==> src/hdl/pft_pkg.sv <==
`timescale 1ns / 1ps
// ----------------------------------------------------------------------------
// pft_pkg
// Types and constants shared by the PID filter table modules.
// ----------------------------------------------------------------------------
package pft_pkg;

	localparam int PID_W = 13;
	localparam int IDX_W = 6;
	localparam int FT_W  = 2;

	localparam logic CMD_START = 1'b0;
	localparam logic CMD_STOP  = 1'b1;

	localparam logic [FT_W-1:0] FT_TS      = 2'd0;
	localparam logic [FT_W-1:0] FT_SECTION = 2'd1;
	localparam logic [FT_W-1:0] FT_PES     = 2'd2;
	localparam logic [FT_W-1:0] FT_OTHER   = 2'd3;

	localparam logic ST_ACCEPTED = 1'b0;
	localparam logic ST_REJECTED = 1'b1;

	typedef struct packed {
		logic             valid;
		logic [PID_W-1:0] pid;
	} entry_t;

	typedef struct packed {
		logic   shift;
		entry_t tail;
	} ring_ctl_t;

	typedef enum logic [2:0] {
		S_IDLE,
		S_SEARCH,
		S_DECIDE,
		S_EMIT,
		S_TERM,
		S_STATUS
	} state_t;

endpackage

==> src/hdl/pft_cell.sv <==
`timescale 1ns / 1ps
// ----------------------------------------------------------------------------
// pft_cell
// One slot of the PID ring; takes its neighbour's entry on every shift.
// ----------------------------------------------------------------------------
module pft_cell (
	input  logic            clk,
	input  logic            arst_n,
	input  logic            shift,
	input  pft_pkg::entry_t d,
	output pft_pkg::entry_t q
);

	pft_pkg::entry_t entry_q;

	always_ff @(posedge clk or negedge arst_n) begin
		if (!arst_n) begin
			entry_q <= '0;
		end else if (shift) begin
			entry_q <= d;
		end
	end

	assign q = entry_q;

endmodule

==> src/hdl/pft_ctrl.sv <==
`timescale 1ns / 1ps
// ----------------------------------------------------------------------------
// pft_ctrl
// Request sequencer: scans the ring head, updates at most one slot and emits beats.
// ----------------------------------------------------------------------------
module pft_ctrl #(
	parameter int PID_SLOTS = 32
) (
	input  logic               clk,
	input  logic               arst_n,
	input  logic               s_tvalid,
	output logic               s_tready,
	input  logic [15:0]        s_tdata,
	input  logic               s_tuser,
	output logic               m_tvalid,
	input  logic               m_tready,
	output logic [23:0]        m_tdata,
	output logic               m_tuser,
	output logic               m_tlast,
	input  pft_pkg::entry_t    head,
	output pft_pkg::ring_ctl_t ring
);

	localparam int CW = $clog2(PID_SLOTS);
	localparam int IW = pft_pkg::IDX_W;
	localparam int PW = pft_pkg::PID_W;
	localparam logic [CW-1:0] LAST_IDX = CW'(PID_SLOTS - 2);
	localparam logic [IW-1:0] TERM_IDX = IW'(PID_SLOTS - 1);

	pft_pkg::state_t state_q, state_d;

	logic [PW-1:0]            in_pid;
	logic [pft_pkg::FT_W-1:0] in_ft;
	logic                     in_rej;

	logic            cmd_q, rej_q, hit_q, emp_q, wr_en_q;
	logic [PW-1:0]   key_q;
	logic [CW-1:0]   cnt_q, hit_idx_q, emp_idx_q, tgt_q;
	pft_pkg::entry_t new_q, wb;
	logic            cnt_last, free, do_list;

	logic          ld, ld_status, ld_list, ld_valid, ld_last;
	logic [IW-1:0] ld_idx;
	logic [PW-1:0] ld_pid;

	logic          out_valid_q, out_status_q, out_list_q, out_evalid_q, out_last_q;
	logic [IW-1:0] out_idx_q;
	logic [PW-1:0] out_pid_q;

	assign in_pid   = s_tdata[PW-1:0];
	assign in_ft    = s_tdata[PW+pft_pkg::FT_W-1:PW];
	assign in_rej   = (s_tuser == pft_pkg::CMD_START) &&
		((in_ft == pft_pkg::FT_PES) || (in_ft == pft_pkg::FT_OTHER));
	assign cnt_last = (cnt_q == LAST_IDX);
	assign free     = !out_valid_q || m_tready;
	assign do_list  = (cmd_q == pft_pkg::CMD_START) ? !hit_q : hit_q;
	assign wb       = (wr_en_q && (cnt_q == tgt_q)) ? new_q : head;

	always_comb begin
		state_d = state_q;
		case (state_q)
			pft_pkg::S_IDLE: begin
				if (s_tvalid) begin
					state_d = in_rej ? pft_pkg::S_STATUS : pft_pkg::S_SEARCH;
				end
			end
			pft_pkg::S_SEARCH: begin
				if (cnt_last) begin
					state_d = pft_pkg::S_DECIDE;
				end
			end
			pft_pkg::S_DECIDE: begin
				state_d = do_list ? pft_pkg::S_EMIT : pft_pkg::S_STATUS;
			end
			pft_pkg::S_EMIT: begin
				if (free && cnt_last) begin
					state_d = pft_pkg::S_TERM;
				end
			end
			pft_pkg::S_TERM, pft_pkg::S_STATUS: begin
				if (free) begin
					state_d = pft_pkg::S_IDLE;
				end
			end
			default: begin
				state_d = pft_pkg::S_IDLE;
			end
		endcase
	end

	always_comb begin
		s_tready   = 1'b0;
		ring.shift = 1'b0;
		ring.tail  = head;
		ld         = 1'b0;
		ld_status  = pft_pkg::ST_ACCEPTED;
		ld_list    = 1'b0;
		ld_idx     = '0;
		ld_valid   = 1'b0;
		ld_pid     = '0;
		ld_last    = 1'b0;
		case (state_q)
			pft_pkg::S_IDLE: begin
				s_tready = 1'b1;
			end
			pft_pkg::S_SEARCH: begin
				ring.shift = 1'b1;
			end
			pft_pkg::S_EMIT: begin
				if (free) begin
					ring.shift = 1'b1;
					ring.tail  = wb;
					ld         = 1'b1;
					ld_list    = 1'b1;
					ld_idx     = IW'(cnt_q);
					ld_valid   = wb.valid;
					ld_pid     = wb.valid ? wb.pid : '0;
				end
			end
			pft_pkg::S_TERM: begin
				if (free) begin
					ld      = 1'b1;
					ld_list = 1'b1;
					ld_idx  = TERM_IDX;
					ld_last = 1'b1;
				end
			end
			pft_pkg::S_STATUS: begin
				if (free) begin
					ld        = 1'b1;
					ld_status = rej_q;
					ld_last   = 1'b1;
				end
			end
			default: begin
				s_tready = 1'b0;
			end
		endcase
	end

	always_ff @(posedge clk or negedge arst_n) begin
		if (!arst_n) begin
			state_q <= pft_pkg::S_IDLE;
			cnt_q   <= '0;
			hit_q   <= 1'b0;
			emp_q   <= 1'b0;
			wr_en_q <= 1'b0;
			rej_q   <= 1'b0;
			cmd_q   <= pft_pkg::CMD_START;
		end else begin
			state_q <= state_d;
			case (state_q)
				pft_pkg::S_IDLE: begin
					if (s_tvalid) begin
						cmd_q <= s_tuser;
						rej_q <= in_rej;
						cnt_q <= '0;
						hit_q <= 1'b0;
						emp_q <= 1'b0;
					end
				end
				pft_pkg::S_SEARCH: begin
					cnt_q <= cnt_last ? '0 : cnt_q + 1'b1;
					if (head.valid && (head.pid == key_q) && !hit_q) begin
						hit_q <= 1'b1;
					end
					if (!head.valid && !emp_q) begin
						emp_q <= 1'b1;
					end
				end
				pft_pkg::S_DECIDE: begin
					cnt_q   <= '0;
					rej_q   <= pft_pkg::ST_ACCEPTED;
					wr_en_q <= (cmd_q == pft_pkg::CMD_START) ? emp_q : 1'b1;
				end
				pft_pkg::S_EMIT: begin
					if (free) begin
						cnt_q <= cnt_last ? '0 : cnt_q + 1'b1;
					end
				end
				default: begin
					cnt_q <= cnt_q;
				end
			endcase
		end
	end

	// slot numbers and the new entry need no reset
	always_ff @(posedge clk) begin
		if (state_q == pft_pkg::S_IDLE && s_tvalid) begin
			key_q <= in_pid;
		end
		if (state_q == pft_pkg::S_SEARCH) begin
			if (head.valid && (head.pid == key_q) && !hit_q) begin
				hit_idx_q <= cnt_q;
			end
			if (!head.valid && !emp_q) begin
				emp_idx_q <= cnt_q;
			end
		end
		if (state_q == pft_pkg::S_DECIDE) begin
			if (cmd_q == pft_pkg::CMD_START) begin
				tgt_q <= emp_idx_q;
				new_q <= {1'b1, key_q};
			end else begin
				tgt_q <= hit_idx_q;
				new_q <= '0;
			end
		end
	end

	always_ff @(posedge clk or negedge arst_n) begin
		if (!arst_n) begin
			out_valid_q <= 1'b0;
		end else if (ld) begin
			out_valid_q <= 1'b1;
		end else if (m_tready) begin
			out_valid_q <= 1'b0;
		end
	end

	always_ff @(posedge clk) begin
		if (ld) begin
			out_status_q <= ld_status;
			out_list_q   <= ld_list;
			out_idx_q    <= ld_idx;
			out_evalid_q <= ld_valid;
			out_pid_q    <= ld_pid;
			out_last_q   <= ld_last;
		end
	end

	assign m_tvalid = out_valid_q;
	assign m_tdata  = {3'b000, out_pid_q, out_evalid_q, out_idx_q, out_status_q};
	assign m_tuser  = out_list_q;
	assign m_tlast  = out_last_q;

endmodule

==> src/hdl/pid_filter_table_top.sv <==
`timescale 1ns / 1ps
// ----------------------------------------------------------------------------
// pid_filter_table_top
// Transport-stream PID filter table with list streaming.
// ----------------------------------------------------------------------------
// Requests arrive on the s_ stream: s_tuser is the command (start or stop),
// s_tdata carries the PID and feed type. Results leave on the m_ stream as
// beats: either one status beat, or the whole table (PID_SLOTS-1 slot beats
// in slot order) followed by a terminator beat; m_tlast marks the final beat
// of each request, m_tuser marks list beats.
// The table sits in a ring of PID_SLOTS-1 cells that rotates by one slot a
// cycle while a request searches or emits, unless the receiver stalls the list.
// A request that is not rejected first rotates the ring once to look for its
// PID and the lowest empty slot, then decides; a listed request rotates it
// again while emitting, writing the changed slot as it passes. One request
// is handled at a time; s_tready is high only between requests.
// Reset empties every slot at once; no clearing pass is needed.
// A stalled receiver holds the current beat in the output register and
// pauses the ring rotation while the list is emitted; the search of a
// following request runs on while the final beat waits.
// ----------------------------------------------------------------------------
module pid_filter_table_top #(
	parameter int PID_SLOTS = 32
) (
	input  logic        clk,
	input  logic        arst_n,
	input  logic        s_tvalid,
	output logic        s_tready,
	input  logic [15:0] s_tdata,   // pid[12:0], feed_type[14:13], zero fill
	input  logic        s_tuser,   // command
	output logic        m_tvalid,
	input  logic        m_tready,
	output logic [23:0] m_tdata,   // status, entry_index, entry_valid, entry_pid, zero fill
	output logic        m_tuser,   // list_sent
	output logic        m_tlast
);

	localparam int N = PID_SLOTS - 1;

	pft_pkg::ring_ctl_t ring;
	pft_pkg::entry_t    cell_q [N];

	pft_ctrl #(
		.PID_SLOTS(PID_SLOTS)
	) u_ctrl (
		.clk     (clk),
		.arst_n  (arst_n),
		.s_tvalid(s_tvalid),
		.s_tready(s_tready),
		.s_tdata (s_tdata),
		.s_tuser (s_tuser),
		.m_tvalid(m_tvalid),
		.m_tready(m_tready),
		.m_tdata (m_tdata),
		.m_tuser (m_tuser),
		.m_tlast (m_tlast),
		.head    (cell_q[0]),
		.ring    (ring)
	);

	for (genvar i = 0; i < N; i++) begin : g_cell
		if (i == N - 1) begin : g_tail
			pft_cell u_cell (
				.clk   (clk),
				.arst_n(arst_n),
				.shift (ring.shift),
				.d     (ring.tail),
				.q     (cell_q[i])
			);
		end else begin : g_body
			pft_cell u_cell (
				.clk   (clk),
				.arst_n(arst_n),
				.shift (ring.shift),
				.d     (cell_q[i+1]),
				.q     (cell_q[i])
			);
		end
	end

endmodule

==> config.mk <==
export PLATFORM = sky130hd
export DESIGN_NAME = pid_filter_table_top
export DESIGN_NICKNAME = d
export VERILOG_FILES = /design/src/hdl/pft_pkg.sv /design/src/hdl/pft_cell.sv /design/src/hdl/pft_ctrl.sv /design/src/hdl/pid_filter_table_top.sv
export SDC_FILE = /design/constraint.sdc
export NUM_CORES = 1
export LEC_CHECK = 0
export ABC_AREA = 1
export BUFFER_PORTS_ARGS = -buffer_cell sky130_fd_sc_hd__buf_2
export CORE_MARGIN = 2
export CORE_UTILIZATION = 50
export DETAILED_ROUTE_END_ITERATION = 8
export PLACE_DENSITY = 0.66
export SYNTH_ARGS = -nofsm -noshare
export SYNTH_HDL_FRONTEND = slang
export SYNTH_HIERARCHICAL = 1
export SYNTH_SLANG_ARGS = --single-unit
==> constraint.sdc <==
create_clock -name clk -period 16.2 [get_ports clk]
set_input_delay 2.43 -clock clk [delete_from_list [all_inputs] [get_ports clk]]
set_output_delay 2.43 -clock clk [all_outputs]
set_load 0.05 [all_outputs]
==> run metrics <==
startpoint types=input pin; CTS Hold Buffers Added=0; pin count of the biggest net entering global routing=between 150 and 200; Root Driver=clkbuf_16; Netlist cell types=32; Post-synth top cells=nand2_1, dfrtp_1, inv_1; total CTS buffers=52; Hold Crit Class=flop to flop; TritonCTS clock tree=yes; final period utilization=0.3368; status=completed; row cnt=74; Fin Setup TNS=0 ns; Vias/cell=between 4 and 5; layout cells sized above 1=0.08072; gr usage total=0.1844; worst r2r dst=g_cell[24].g_body.u_cell/q[6]; worst relative slew slack=0.2290; sequential share of the synthesized area=0.6426; asr flop ratio synth=0.8750; Mapped Cells=between 2000 and 2500; WL per Instance=between 10 and 15 um; Max Fclk=~0.18 GHz; Layout Cell Area excl Fill=between 0.02 and 0.025 mm2; final wirelength=between 30 and 40 mm; H-tree depth=2; GP Congestion=0.8429; Cell Area, Synth=0.02044 mm2; CP Data Arrival Time=5.91 ns; Final Hold Viols=0; Worst-path clk slew=roughly 0.060 ns; R2R Setup Slk=about 12 ns; PwrDens=153.2 mW/mm2; Die Ht=slightly above 200 um; port buffer count=42; clk buf depth=3; vias in the first global route=roughly 14000; RSZ-0062 raised after global routing=false; Antenna Cells=0; Final setup viols=0; FF+latch count, synth=about 510; global-route wire length before repair=between 60 and 70 mm; Final min period=~5.5 ns; Worst Path Max Fanout=approximately 80; DP Area=slightly above 0.02 mm2; post-CTS setup buffer count=0; actual slew at the worst max-slew pin=~1.2 ns; r2r startpoint=u_ctrl/state_q[2]; critical path capture point type=flop; initial antenna violation count=0; MaxCap Viol Count=0; Final ANT Viol Nets=0; Post-synth EDFFs=64; hold path startpoint=g_cell[10].g_body.u_cell/q[5]; Boundary Pins=about 50; Max IR drop VDD=around 0.13 mV; full die area=between 0.04 and 0.05 mm2; DR iter-0 viols=between 800 and 900; Initial Utilization=0.5039; Slew Limit Fails=0; DR vias=13699; core footprint=around 0.041 mm2; crit path launch=m_tready; count leader, synth=nand2_1; dominant synthesized flop cell=dfrtp_1; fillers=3629; CTS Sinks=approximately 500; Syn Area/Cell=approximately 9 um2; grt ovf=0; Detailed Routing Iterations Pass 1=5; Worst Clk Skew=approximately 0.016 ns; Worst R2R Path Depth=12; Die X-Extent=between 200 and 250 um; clk_lat worst skew=about 0.57 ns; Syn-to-layout area delta=9.790%; DRC viols=0; Synth top area share=0.5485; end point of the critical path=g_cell[24].g_body.u_cell/q[6]; crit path kind=input pin to flop; P_leak=roughly 13 nW; Final #Nets=about 2300; main area contributors after synthesis=dfrtp_1, nand2_1, edfxtp_1, buf_6, buf_4; area leader, netlist=dfrtp_1; post_cts resized=0; HPWL Detailed=~23 mm; Yosys warnings=6; Required @ worst endpoint=approximately 17 ns
## logic make-up (layout without fill, tap and decap cells)
family,after synthesis,count (layout),share of synthesized area
simple gates,1536,1536,0.2936
flops,512,512,0.6426
buf+inv,185,247,0.05381
compound gates,21,21,0.005633
xor+xnor,7,7,0.003000
fa+ha+maj,2,2,0.001224
other cells,1,4,0.0001835
## worst min-delay path by stage
| stage | end | slack, ns | depth (start not counted) |
|---|---|---|---|
| floorplan | g_cell[10].g_body.u_cell/q[11] | 0.44 | 2 |
| global placement | g_cell[8].g_body.u_cell/q[1] | 0.45 | 2 |
| detailed placement | g_cell[10].g_body.u_cell/q[5] | 0.46 | 2 |
| CTS | g_cell[11].g_body.u_cell/q[2] | 0.47 | 2 |
| global route | g_cell[28].g_body.u_cell/q[13] | 0.48 | 2 |
| finish | g_cell[10].g_body.u_cell/q[5] | 0.47 | 2 |
## per-layer routing
layer	share of wire	global-route usage
met5	0	0
met4	0.021	0.05383
met3	0.035	0.03185
met2	0.48	0.3090
met1	0.47	0.2479
## critical path: stages
cell     delay, ns
buf_2         0.07
nor2_1        0.14
nor2_4        0.42
inv_2         0.30
nand2_4       0.70
buf_4         0.74
buf_4         0.61
inv_2         0.25
nand2_1       0.11
nand2_1       0.06
## state kept, by name, indices dropped and copies added (netlist names), 3 cells and up
signal and flops:
u_ctrl/hit_idx_q 5, g_cell.g_tail.u_cell/q 14, u_ctrl/state_q 3, u_ctrl/out_pid_q 13, u_ctrl/key_q 13, u_ctrl/cnt_q 5
u_ctrl/tgt_q 5, u_ctrl/new_q 14, u_ctrl/emp_idx_q 5, g_cell.g_body.u_cell/q 420, u_ctrl/out_idx_q 5
## power by group
part	switching, mW	total, mW	internal, mW
clock	0.478	1.19	0.710
sequential	0.0498	1.46	1.41
combinational	0.668	0.793	0.125
total	1.20	3.44	2.24
## per-stage QoR
step           std cells  power [mW]    util  setup slack, ns  hold slack (ns)
3_3_place_gp        2769       2.274  0.5109            10.14           0.4534
5_1_grt             2861       3.629  0.5533            10.43           0.4818
6_report            2861       3.436  0.5533            10.74           0.4671
2_1_floorplan       2267       2.267       -            9.261           0.4417
3_5_place_dp        2769       2.284  0.5109            10.13           0.4583
4_1_cts             2861       3.482  0.5533            10.77           0.4700
## cell usage in the layout, fill, tap and decap left out, drive strengths merged
cell      instances
bufinv            2
dfrtp           448
o22ai             3
o31ai             1
nor3              2
conb              4
buf              49
nand2          1438
clkinvlp          2
xor2              7
nand3b            1
a31oi             1
o21ai            13
clkbuf           82
a211oi            1
ha                2
clkinv            6
nand3            24
nor4              1
nand4            14
a21oi             2
inv             106
nor2             56
edfxtp           64
## layout make-up
cell class	instances	area, um2	area share
clock inverters	10	108.9	0.004851
multi-input cells	1570	6226	0.2775
flip-flops and latches	512	13130	0.5853
clock buffers	82	1609	0.07171
well taps	532	665.6	0.02967
repair buffers	49	297.8	0.01327
inverters	106	397.9	0.01773
No activity file was read; power rests on OpenSTA's default activity.
